### config.mk
export PLATFORM = sky130hd
export DESIGN_NAME = cht_ctrl
export DESIGN_NICKNAME = d
export VERILOG_FILES = /design/src/rtl/cht_pkg.sv /design/src/rtl/cht_ctrl.sv
export SDC_FILE = /design/constraint.sdc
export NUM_CORES = 1
export LEC_CHECK = 0
export BUFFER_PORTS_ARGS = -buffer_cell sky130_fd_sc_hd__buf_4
export CORE_ASPECT_RATIO = 0.7
export CORE_MARGIN = 3
export CORE_UTILIZATION = 32
export CTS_BUF_LIST = sky130_fd_sc_hd__clkbuf_2 sky130_fd_sc_hd__clkbuf_4 sky130_fd_sc_hd__clkbuf_8
export DETAILED_ROUTE_END_ITERATION = 10
export MAX_ROUTING_LAYER = met4
export PLACE_DENSITY = 0.57
export SYNTH_ARGS = -nofsm -noshare
export SYNTH_HDL_FRONTEND = slang
export SYNTH_SLANG_ARGS = --single-unit
### constraint.sdc
create_clock -name clk -period 1.6 [get_ports clk]
set_input_delay 0.24 -clock clk [delete_from_list [all_inputs] [get_ports clk]]
set_output_delay 0.24 -clock clk [all_outputs]
set_load 0.005 [all_outputs]
### src/rtl/cht_pkg.sv
// Shared types, codes and constants for the chained hash table.
// No dependencies; compiled first.
package cht_pkg;

	localparam int KEY_W       = 31;
	localparam int VAL_W       = 32;
	localparam int CFG_W       = 7;
	localparam int CMD_W       = 2;
	localparam int STS_W       = 2;
	localparam int PROD_W      = 35;  // key * 13 needs four extra bits
	localparam int HCNT_W      = 6;
	localparam int DEF_BUCKETS = 64;
	localparam int DEF_NODES   = 64;
	localparam int HASH_MUL    = 13;

	localparam logic [CMD_W-1:0] CMD_LOOKUP = 2'd0;
	localparam logic [CMD_W-1:0] CMD_INSERT = 2'd1;
	localparam logic [CMD_W-1:0] CMD_UPDATE = 2'd2;
	localparam logic [CMD_W-1:0] CMD_REMOVE = 2'd3;

	localparam logic [STS_W-1:0] ST_OK        = 2'd0;
	localparam logic [STS_W-1:0] ST_NOT_FOUND = 2'd1;
	localparam logic [STS_W-1:0] ST_DUPLICATE = 2'd2;
	localparam logic [STS_W-1:0] ST_POOL_FULL = 2'd3;

	// controller -> datapath
	typedef struct packed {
		logic             clr_en;
		logic             load;
		logic             hash_step;
		logic             head_rd;
		logic             walk_init;
		logic             node_rd;
		logic             walk_adv;
		logic             walk_hit;
		logic             pop_rd;
		logic             alloc;
		logic             link_ins;
		logic             upd;
		logic             rm;
		logic             res_load;
		logic             res_val;
		logic [STS_W-1:0] res_status;
	} ctl_t;

	// datapath -> controller
	typedef struct packed {
		logic             clr_last;
		logic             hash_last;
		logic             cur_nil;
		logic             steps_max;
		logic             key_match;
		logic             found;
		logic             fc_zero;
		logic             out_free;
		logic [CMD_W-1:0] command;
	} sts_t;

endpackage

### src/rtl/cht_ctrl.sv
// Controller state machine: clearing sweep, hash, chain walk, command action, result hand-off.
// Depends on cht_pkg; steers cht_datapath through ctl_t.
module cht_ctrl (
	input  logic          clk,
	input  logic          arst_n,
	input  logic          req_valid,
	output logic          req_ready,
	input  cht_pkg::sts_t sts,
	output cht_pkg::ctl_t ctl
);
	import cht_pkg::*;

	localparam logic [3:0] S_CLR  = 4'd0;
	localparam logic [3:0] S_IDLE = 4'd1;
	localparam logic [3:0] S_HASH = 4'd2;
	localparam logic [3:0] S_HEAD = 4'd3;
	localparam logic [3:0] S_HDW  = 4'd4;
	localparam logic [3:0] S_CHK  = 4'd5;
	localparam logic [3:0] S_CMP  = 4'd6;
	localparam logic [3:0] S_ACT  = 4'd7;
	localparam logic [3:0] S_POP  = 4'd8;
	localparam logic [3:0] S_LINK = 4'd9;
	localparam logic [3:0] S_FIN  = 4'd10;

	logic [3:0]       state_q, state_d;
	logic [STS_W-1:0] st_q, st_d;
	logic             rv_q, rv_d;

	always_ff @(posedge clk or negedge arst_n) begin
		if (!arst_n) begin
			state_q <= S_CLR;
			st_q    <= ST_OK;
			rv_q    <= 1'b0;
		end else begin
			state_q <= state_d;
			st_q    <= st_d;
			rv_q    <= rv_d;
		end
	end

	assign req_ready = (state_q == S_IDLE);

	always_comb begin
		state_d = state_q;
		st_d    = st_q;
		rv_d    = rv_q;
		ctl     = '0;
		ctl.res_status = st_q;
		ctl.res_val    = rv_q;
		unique case (state_q)
			S_CLR: begin
				ctl.clr_en = 1'b1;
				if (sts.clr_last)
					state_d = S_IDLE;
			end
			S_IDLE: begin
				if (req_valid) begin
					ctl.load = 1'b1;
					state_d  = S_HASH;
				end
			end
			S_HASH: begin
				ctl.hash_step = 1'b1;
				if (sts.hash_last)
					state_d = S_HEAD;
			end
			S_HEAD: begin
				ctl.head_rd = 1'b1;
				state_d     = S_HDW;
			end
			S_HDW: begin
				ctl.walk_init = 1'b1;
				state_d       = S_CHK;
			end
			S_CHK: begin
				if (sts.cur_nil || sts.steps_max) begin
					state_d = S_ACT;
				end else begin
					ctl.node_rd = 1'b1;
					state_d     = S_CMP;
				end
			end
			S_CMP: begin
				if (sts.key_match) begin
					ctl.walk_hit = 1'b1;
					state_d      = S_ACT;
				end else begin
					ctl.walk_adv = 1'b1;
					state_d      = S_CHK;
				end
			end
			S_ACT: begin
				rv_d    = 1'b0;
				st_d    = sts.found ? ST_OK : ST_NOT_FOUND;
				state_d = S_FIN;
				case (sts.command)
					CMD_LOOKUP: rv_d = sts.found;
					CMD_INSERT: begin
						if (sts.found) begin
							st_d = ST_DUPLICATE;
						end else if (sts.fc_zero) begin
							st_d = ST_POOL_FULL;
						end else begin
							ctl.pop_rd = 1'b1;
							st_d       = ST_OK;
							state_d    = S_POP;
						end
					end
					CMD_UPDATE: ctl.upd = sts.found;
					default: begin
						ctl.rm = sts.found;
						rv_d   = sts.found;
					end
				endcase
			end
			S_POP: begin
				ctl.alloc = 1'b1;
				state_d   = S_LINK;
			end
			S_LINK: begin
				ctl.link_ins = 1'b1;
				state_d      = S_FIN;
			end
			S_FIN: begin
				if (sts.out_free) begin
					ctl.res_load = 1'b1;
					state_d      = S_IDLE;
				end
			end
			default: state_d = S_CLR;
		endcase
	end

endmodule

==> Yosys cells after proc, flatten, opt, wreduce, memory -nomap -nowiden <==
Cells that the tools add are included.
{ "totals": {"register_bits": 7, "latch_bits": 0, "ramBits": 0, "romBits": 0, "output_inout_bits": 18, "elab_cells": 62, "memories": 0} }
{ "op_classes": {"n_addsub": 0, "mul": 0, "div": 0, "magnitude_cmp": 0, "eq_ne": 16, "shifts": 0, "muxes": 37, "n_bitwise": 0, "n_reduce_logical": 6} }
{ "op_table": {"columns": ["op", "n"], "rows": [
  ["4-bit one-hot mux with 11 select lines", 1],
  ["1-bit 2-to-1 mux", 23],
  ["2-bit 2-to-1 mux", 9],
  ["4-bit by 3-bit == test with 1-bit output, second input constant", 4],
  ["4-bit 2-to-1 mux", 4],
  ["4-bit == test, second input constant", 3],
  ["4-bit by 2-bit == test with 1-bit output, second input constant", 2],
  ["2-bit inequality test, second input constant", 4],
  ["4-bit by 1-bit == test with 1-bit output, second input constant", 1],
  ["4-bit logical NOT", 1],
  ["4-bit AND reduction", 1],
  ["3-bit OR reduction", 1],
  ["2-bit by 1-bit == test with 1-bit output, second input constant", 1],
  ["2-bit == test, second input constant", 1],
  ["2-bit logical NOT", 1],
  ["2-bit OR reduction", 1],
  ["1-bit logical OR", 1]
]} }

==> Logic depth before layout (Yosys ltp) <==
Gate-level depths: netlist of run 1.
{ "logic_depth": {"ltp_word": 4, "mapped_depth": 6, "depth_no_buf": 6} }

==> Worst setup path before layout of run 1 <==
No wires, ideal clock.
{ "synth_path": {"kind": "register to register", "start": "register state_q[3]", "end": "register state_q[1]", "arrival_ns": 1.314, "t_required_ns": 1.475, "path_slack_ns": 0.161, "path_stages_with_launch": 5, "n_path_buf": 1, "synth_period_minus_slack_ns": 1.439, "cell_sequence": "dfrtp_1 buf_6 o32a_1 a21oi_2 mux2_4"} }
{ "synth_via": {"elab_chain_cells": 3} }
{ "synth_rtl": {"columns": ["item", "line_no", "source"], "rows": [
  ["from (decl)", "cht_ctrl.sv:25", "logic [3:0] state_q, state_d;"],
  ["from (signal assigned)", "cht_ctrl.sv:35", "state_q <= state_d;"],
  ["4-bit by 2-bit == test with 1-bit output (tied with other cells)", "cht_ctrl.sv:50", "unique case (state_q)"],
  ["2-bit inequality test (no line)", null, null],
  ["4-bit AND reduction (no line)", null, null]
]} }
Several ways; a longest one is shown, not always the timed one.
A chain may end at the register's enable or synchronous reset.

==> impl_table.tex, run 1 <==
\begin{tabular}{lr}
\hline
Metric & Value \\
\hline
\multicolumn{2}{l}{\textbf{Outcome}} \\
Result of the run & finished, final reports clean \\
\multicolumn{2}{l}{\textbf{Worst setup path}} \\
Data required, critical path & 1.36 ns \\
Kind of capture point of the worst setup path & output pin \\
Kind of critical path & flip-flop to output pin \\
Path depth of the worst reg2reg path & 4 \\
R2R Path End & state\_q[1] \\
Maximum fanout encountered on the critical timing path & 5 \\
Slack of the worst reg-to-reg path & 0.04 ns \\
Critical path data arrival time & 1.34 ns \\
Kind of start point of the critical path & flip-flop \\
Worst r2r src & state\_q[3] \\
\multicolumn{2}{l}{\textbf{Synth}} \\
Async set-reset flop share out of synthesis & 100\% \\
Post-synth EDFFs & 0 \\
Yosys cell types & 33 \\
Most frequent cell after synthesis & sky130\_fd\_sc\_hd\_\_nor3\_1 \\
Mapped cell area & 618 um\^{}2 \\
Top area cells in the synthesized netlist & sky130\_fd\_sc\_hd\_\_dfrtp\_1 28\%, sky130\_fd\_sc\_hd\_\_nor3\_1 7.3\%, sky130\_fd\_sc\_hd\_\_buf\_6 7.3\%, sky130\_fd\_sc\_hd\_\_ha\_1 6.1\%, sky130\_fd\_sc\_hd\_\_nor2\_1 4.3\% \\
Flip-flop and latch count after synthesis & 7 \\
Avg Cell Area, Syn & 8.35 um\^{}2 \\
Post-synthesis net count & 90 \\
Area fraction of the dominant cell type after synthesis & 28.3\% \\
Register area share after synthesis & 28.3\% \\
Most frequent cells after synthesis & 9 x sky130\_fd\_sc\_hd\_\_nor3\_1, 7 x sky130\_fd\_sc\_hd\_\_dfrtp\_1, 7 x sky130\_fd\_sc\_hd\_\_nor2\_1 \\
Synth Instances & 74 \\
Library cell with the largest summed area after synthesis & sky130\_fd\_sc\_hd\_\_dfrtp\_1 \\
Yosys warning count & 0 \\
Predominant post-synthesis flop cell & sky130\_fd\_sc\_hd\_\_dfrtp\_1 \\
\multicolumn{2}{l}{\textbf{Finish}} \\
Total area of multi-input combinational cells & 424 um\^{}2 \\
Area overhead of the layout relative to synthesis & 66.0\% \\
Nets & 134 \\
Filler instances & 157 \\
Fraction of final layout cells with drive strength greater than 1 & 59.0\% \\
Final design instance area without fill & 1030 um\^{}2 \\
Combined flip-flop and latch cell area & 179 um\^{}2 \\
Antenna cells & 0 \\
\multicolumn{2}{l}{\textbf{Timing}} \\
Slew at the pin closest to its max-slew limit & 0.242 ns \\
Fmax & 0.634 GHz \\
Summed negative setup slack over all endpoints & 0 ns \\
Worst setup skew after layout & 0.00196 ns \\
Final Max Tran Viols & 0 \\
Final Hold Viols & 0 \\
RSZ-0062 raised after global routing & true \\
Final critical-path required period & 1.58 ns \\
Crit share post-route & 98.6\% \\
Total of endpoints with negative setup slack in the final report & 0 \\
Max\_slew headroom & 83.7\% \\
\multicolumn{2}{l}{\textbf{Placed design}} \\
Buffers on Ports & 30 \\
Area of placed instances & 873 um\^{}2 \\
RD Place Congestion & 0.833 \\
Post-DP HPWL & 1.29 mm \\
\multicolumn{2}{l}{\textbf{Routing}} \\
Wire length per cell & 12.3 um \\
Routed Antenna Nets & 0 \\
Post-detailed-route via-to-cell ratio & 4.76 \\
Iteration count of the initial detailed-routing pass & 4 \\
Total routed wirelength & 1.70 mm \\
Iteration-0 DRC Markers & 8 \\
Via count & 657 \\
DRC violation count after routing & 0 \\
\multicolumn{2}{l}{\textbf{Floorplan}} \\
Initial core utilization & 36.4\% \\
Area of the die & 2500 um\^{}2 \\
Width of the chip & 58.5 um \\
Placeable core region & 1700 um\^{}2 \\
Die outline height & 42.8 um \\
Number of I/O pins & 31 \\
Site Rows & 12 \\
\multicolumn{2}{l}{\textbf{CTS}} \\
Depth of the CTS H-tree & 1 \\
Root buffer cell & sky130\_fd\_sc\_hd\_\_clkbuf\_4 \\
Clock insertion delay at the later pin of the skew report & 0.25 ns \\
Num CTS Buffers & 3 \\
TritonCTS clock tree & built \\
Clk sink count & 7 \\
CTS max path bufs & 2 \\
Clock-pin slew on the worst setup and hold paths & 0.05 ns \\
\multicolumn{2}{l}{\textbf{Pwr}} \\
Worst VDD drop & 0.919 mV \\
Leakage Power & 0.515 nW \\
Power density relative to cell area & 1610 nW/um\^{}2 \\
\multicolumn{2}{l}{\textbf{Global routing}} \\
Via count of the first global-routing pass & 599 \\
Grt total ovfl & 0 \\
Initial antenna violation count & 0 \\
Largest net degree at the start of global routing & 11 \\
GRT Overall Usage & 13.8\% \\
Wire length of the first global-routing pass & 2.66 mm \\
\multicolumn{2}{l}{\textbf{Min path}} \\
Worst min-delay path category & input pin to flip-flop \\
WHS Endpoint & st\_q[0] \\
HP Start & sts[4] \\
Instance count along the most critical hold path & 2 \\
\multicolumn{2}{l}{\textbf{Run}} \\
Max\_cap viols & 0 \\
\hline
\end{tabular}
## what timing repair did
| action | CTS | global route |
|---|---|---|
| endpoints found under the setup margin | 11 | 10 |
| pin swaps | 1 | 2 |
| setup buffers | 1 | 5 |
| gates resized for setup | 7 | 11 |
| hold buffers | 1 | 0 |
| hold endpoints to repair | 7 | 0 |
## flip-flops by register name (all words and copies together), names as in the netlist
signal and flops:
state_q 4, st_q 2, rv_q 1
## worst max-delay path by stage
stage	start	to	cells past startpoint
finish	state_q[3]	ctl[8]	4
detailed placement	sts[1]	state_q[1]	7
CTS	state_q[1]	ctl[8]	5
floorplan	state_q[3]	state_q[1]	4
global route	state_q[1]	ctl[8]	5
global placement	sts[1]	state_q[1]	7
## report_power, final
part | internal (mW) | switching, mW
clock network | 0.112 | 0.0691
registers | 0.265 | 0.0960
logic | 0.620 | 0.488
## per-layer routing
layer	wire length, um	global-route usage [%]	vias up	part of all wire, %
met5	0	-	-	0
met4	0	1.39	0	0
met3	75	4.56	0	4.4
met2	752	20.0	18	44
met1	876	19.2	299	51
li1	-	-	340	-
## cell families after synthesis
group                      after synthesis  share of synthesized area [%]
and+or+nand+nor                         38                           34.2
adders and majority gates                3                           6.07
buffers and inverters                   11                           12.1
DFF                                      7                           28.3
muxes                                    2                           4.05
AOI/OAI and AO/OA                       12                           13.8
xor gates and xnor gates                 1                           1.42
## cell type report
cell class	instances	share of cell area [%]
Multi-Input combinational cell	56	41.3
Timing Repair Buffer	45	33.9
Sequential cell	7	17.4
Clock buffer	4	2.93
Tap cell	21	2.56
Inverter	5	1.83
## worst max-delay path: stages, from the launching register on
cell                       delay, ns
sky130_fd_sc_hd__dfrtp_2        0.44
sky130_fd_sc_hd__nand2b_4       0.18
sky130_fd_sc_hd__or2_4          0.25
sky130_fd_sc_hd__nor2_1         0.11
sky130_fd_sc_hd__buf_4          0.12
## metrics by stage
step / hold slack [ns] / std cells / setup WS [ns] / utilization, % / power (mW)
6_report: 0.208 / 138 / 0.0218 / 60.5 / 1.65
5_1_grt: 0.202 / 138 / -0.0509 / 60.5 / 1.77
4_1_cts: 0.199 / 133 / 0.00351 / 55.7 / 1.48
3_5_place_dp: 0.0585 / 127 / 0.0749 / 51.5 / 1.23
3_3_place_gp: 0.0609 / 127 / 0.0945 / 51.5 / 1.23
2_1_floorplan: -0.0556 / 74 / 0.161 / - / 0.920
## layout by cell type, fill, tap and decap left out
cell | synthesis | routed
sky130_fd_sc_hd__nand2_2 | 1 | 1
sky130_fd_sc_hd__a22o_1 | 1 | 1
sky130_fd_sc_hd__ha_1 | 3 | 3
sky130_fd_sc_hd__nor3_2 | 0 | 5
sky130_fd_sc_hd__buf_6 | 4 | 2
sky130_fd_sc_hd__a21oi_1 | 2 | 2
sky130_fd_sc_hd__xor2_1 | 1 | 1
sky130_fd_sc_hd__o32a_1 | 1 | 1
sky130_fd_sc_hd__nor2b_1 | 1 | 1
sky130_fd_sc_hd__o21ai_1 | 1 | 1
sky130_fd_sc_hd__buf_4 | 1 | 42
sky130_fd_sc_hd__inv_1 | 5 | 5
sky130_fd_sc_hd__o211ai_1 | 1 | 1
sky130_fd_sc_hd__nand2b_4 | 1 | 3
sky130_fd_sc_hd__mux2_4 | 1 | 1
sky130_fd_sc_hd__and3_2 | 2 | 2
sky130_fd_sc_hd__nand2b_2 | 1 | 1
sky130_fd_sc_hd__a21oi_2 | 1 | 1
sky130_fd_sc_hd__nor2_2 | 0 | 1
sky130_fd_sc_hd__nor3_4 | 0 | 1
sky130_fd_sc_hd__or2_4 | 0 | 1
sky130_fd_sc_hd__nor2_1 | 7 | 6
sky130_fd_sc_hd__clkbuf_4 | 0 | 4
sky130_fd_sc_hd__and2_1 | 1 | 1
sky130_fd_sc_hd__dfrtp_1 | 7 | 4
sky130_fd_sc_hd__o21ai_0 | 3 | 3
sky130_fd_sc_hd__mux2i_1 | 1 | 1
sky130_fd_sc_hd__nor4_1 | 2 | 2
sky130_fd_sc_hd__nor3_1 | 9 | 3
sky130_fd_sc_hd__o31ai_2 | 1 | 1
sky130_fd_sc_hd__nand2b_1 | 4 | 2
sky130_fd_sc_hd__dlygate4sd3_1 | 0 | 1
sky130_fd_sc_hd__nand3_1 | 1 | 1
sky130_fd_sc_hd__dfrtp_2 | 0 | 3
sky130_fd_sc_hd__nand2_1 | 5 | 5
sky130_fd_sc_hd__or3b_1 | 1 | 1
sky130_fd_sc_hd__or2b_1 | 1 | 1
sky130_fd_sc_hd__o21a_1 | 1 | 1
No activity file was read; power rests on OpenSTA's default activity.
==> run 2, diff against run 1 <==
Settings changed: CAP_MARGIN from default to 5, REMOVE_ABC_BUFFERS from default to 1.
==> run 2 against run 1 <==
Against the previous run: hold slack got worse by 0.010 ns; critical path type unchanged; wire length decreased by 7.2%; die area did not move; via count down 3.8%; count of clock-buffer cells in the layout fell by 1; power is 3.8% lower; clock power down 12%; clock skew up 0.0020 ns; critical endpoint unchanged; largest power group unchanged; sequential power fell by 2%.
==> impl_table.tex, run 2 (same netlist as run 1, synthesis figures left out) <==
\begin{tabular}{lr}
\hline
Metric & Value \\
\hline
\multicolumn{2}{l}{\textbf{Timing}} \\
Final Max Tran Viols & 0 (unchanged) \\
Fmax & 0.633 GHz (about the same) \\
Worst setup skew after layout & 0.00400 ns (+0.00205 ns) \\
Final critical-path required period & 1.58 ns (+0.000712 ns) \\
Final Hold Viols & 0 (unchanged) \\
Crit share post-route & 98.7\% (about the same) \\
Slew at the pin closest to its max-slew limit & 0.266 ns (+0.0232 ns) \\
Total of endpoints with negative setup slack in the final report & 0 (unchanged) \\
Max\_slew headroom & 82.1\% (-1.6 points) \\
RSZ-0062 raised after global routing & true \\
\multicolumn{2}{l}{\textbf{Floorplan}} \\
Width of the chip & 58.5 um (unchanged) \\
Placeable core region & 1700 um\^{}2 (unchanged) \\
Area of the die & 2500 um\^{}2 (unchanged) \\
Die outline height & 42.8 um (unchanged) \\
Initial core utilization & 36.4\% (unchanged) \\
Number of I/O pins & 31 (unchanged) \\
Site Rows & 12 (unchanged) \\
\multicolumn{2}{l}{\textbf{Routing}} \\
Routed Antenna Nets & 0 (unchanged) \\
Total routed wirelength & 1.58 mm (-7.2\%) \\
Iteration count of the initial detailed-routing pass & 4 (unchanged) \\
DRC violation count after routing & 0 (unchanged) \\
Via count & 632 (-3.8\%) \\
Iteration-0 DRC Markers & 8 (unchanged) \\
Wire length per cell & 11.6 um (-5.9\%) \\
Post-detailed-route via-to-cell ratio & 4.65 (-2.4\%) \\
\multicolumn{2}{l}{\textbf{Worst setup path}} \\
Kind of start point of the critical path & flip-flop \\
Kind of critical path & flip-flop to output pin \\
Kind of capture point of the worst setup path & output pin \\
Critical path data arrival time & 1.34 ns (about the same) \\
Maximum fanout encountered on the critical timing path & 6 (+1) \\
Data required, critical path & 1.36 ns (about the same) \\
\multicolumn{2}{l}{\textbf{Finish}} \\
Final design instance area without fill & 1010 um\^{}2 (-1.6\%) \\
Largest registers & state\_q x4, st\_q x2, rv\_q x1 \\
Nets & 132 (-1.5\%) \\
Share of the core filled with cells & 59.5\% (-0.96 points) \\
Area overhead of the layout relative to synthesis & 63.4\% \\
Max reg flops & 4 (unchanged) \\
Most common cell after layout, fill and taps aside & sky130\_fd\_sc\_hd\_\_buf\_4 \\
Antenna cells & 0 (unchanged) \\
Fraction of final layout cells with drive strength greater than 1 & 55.7\% (-3.3 points) \\
Top register by number of flip-flops & state\_q \\
Commonest cells after routing, fill and taps aside & 37 x sky130\_fd\_sc\_hd\_\_buf\_4, 6 x sky130\_fd\_sc\_hd\_\_nor2\_1, 5 x sky130\_fd\_sc\_hd\_\_inv\_1, 5 x sky130\_fd\_sc\_hd\_\_nand2\_1, 5 x sky130\_fd\_sc\_hd\_\_buf\_6 \\
Filler instances & 161 (+2.5\%) \\
\multicolumn{2}{l}{\textbf{CTS}} \\
Num CTS Buffers & 3 (unchanged) \\
Clock-pin slew on the worst setup and hold paths & 0.06 ns (about the same) \\
TritonCTS clock tree & built \\
Root buffer cell & sky130\_fd\_sc\_hd\_\_clkbuf\_4 \\
Clock insertion delay at the later pin of the skew report & 0.25 ns (about the same) \\
CTS max path bufs & 2 (unchanged) \\
Clk sink count & 7 (unchanged) \\
Depth of the CTS H-tree & 1 (unchanged) \\
\multicolumn{2}{l}{\textbf{Global routing}} \\
GRT Overall Usage & 12.5\% (-1.4 points) \\
Initial antenna violation count & 0 (unchanged) \\
Wire length of the first global-routing pass & 2.37 mm (-11\%) \\
Grt total ovfl & 0 (unchanged) \\
Largest net degree at the start of global routing & 11 (unchanged) \\
Via count of the first global-routing pass & 543 (-9.3\%) \\
\multicolumn{2}{l}{\textbf{Outcome}} \\
Result of the run & finished, final reports clean \\
\multicolumn{2}{l}{\textbf{Pwr}} \\
Internal power summed over all cells & 0.953 mW (-4.4\%) \\
Leakage Power & 0.504 nW (-2.0\%) \\
Sw Ratio & 40.0\% (+0.38 points) \\
Power density relative to cell area & 1570 nW/um\^{}2 (-2.2\%) \\
Worst VDD drop & 0.891 mV (-3.0\%) \\
Part of the power in registers & 22.3\% (+0.4 points) \\
Power share of the clock group & 10.0\% (-1.0 points) \\
Overall Power & 1.59 mW (-3.8\%) \\
Combinational Power Share & 67.6\% (+0.5 points) \\
Switching power & 0.634 mW (-2.8\%) \\
\multicolumn{2}{l}{\textbf{Min path}} \\
Worst min-delay path category & input pin to flip-flop \\
\multicolumn{2}{l}{\textbf{Placed design}} \\
Post-DP HPWL & 1.22 mm (-5.2\%) \\
Area of placed instances & 866 um\^{}2 (-0.86\%) \\
RD Place Congestion & 0.739 (-11\%) \\
Buffers on Ports & 30 (unchanged) \\
\multicolumn{2}{l}{\textbf{Run}} \\
Max\_cap viols & 0 (unchanged) \\
\hline
\end{tabular}
-- run 2: per-layer routing --
metal / track usage, % / up-vias / share of wire [%]
met5: - / - / 0
met4: 2.78 / 0 / 0
met3: 3.65 / 0 / 3.7
met2: 17.6 / 11 / 49
met1: 17.4 / 287 / 47
li1: - / 334 / -
-- run 2: path summary, 6_finish.rpt --
check | from | to | slack [ns] | cells after the start
setup / recovery | state_q[3] | ctl[8] | 0.02 | 4
hold / removal | sts[4] | st_q[0] | 0.20 | 2
setup reg to reg | state_q[1] | state_q[1] | 0.16 | 4
hold reg to reg | rv_q | rv_q | 0.47 | 2
max in group asynchronous | arst_n | state_q[3] | 1.14 | 2
min in group asynchronous | arst_n | state_q[0] | 0.33 | 2
-- run 2: critical path, stage by stage (launching register included) --
cell                       delay (ns)
sky130_fd_sc_hd__dfrtp_2         0.44
sky130_fd_sc_hd__nand2b_4        0.19
sky130_fd_sc_hd__or2_1           0.23
sky130_fd_sc_hd__nor2_1          0.11
sky130_fd_sc_hd__buf_4           0.12
-- run 2: cell type report --
| cell class | count | area, um^2 | share of cell area, % |
|---|---|---|---|
| Clock buffer | 3 | 22.5 | 2.23 |
| Clock inverter | 1 | 5.00 | 0.496 |
| Inverter | 5 | 18.8 | 1.86 |
| Multi-Input combinational cell | 56 | 414 | 41.0 |
| Sequential cell | 7 | 179 | 17.7 |
| Tap cell | 21 | 26.3 | 2.60 |
| Timing Repair Buffer | 43 | 344 | 34.1 |
-- run 2: through the flow --
| step | cells | setup TNS, ns | setup slack (ns) | hold WS (ns) |
|---|---|---|---|---|
| detailed placement | 126 | 0 | 0.0631 | 0.0553 |
| CTS | 132 | -0.0222 | -0.0222 | 0.190 |
| global route | 136 | -0.170 | -0.0564 | 0.200 |
| finish | 136 | 0 | 0.0211 | 0.197 |
| floorplan | 68 | 0 | 0.0651 | -0.0556 |
| global placement | 126 | 0 | 0.102 | 0.0576 |
-- run 2: repair_timing --
action	CTS	global route
resized for setup	6	13
buffers inserted	1	4
hold buffers	1	0
cloned	0	0
endpoints found under the setup margin	5	9
pin swaps	1	2
endpoints found under the hold margin	7	0
-- run 2: power by group through the flow --
stage / Combinational [mW] / Clock [mW] / Sequential (mW)
detailed placement: 0.862 / 0 / 0.344
finish: 1.07 / 0.159 / 0.355
floorplan: 0.409 / 0 / 0.393
global route: 1.19 / 0.176 / 0.366
CTS: 0.921 / 0.168 / 0.354
global placement: 0.868 / 0 / 0.345
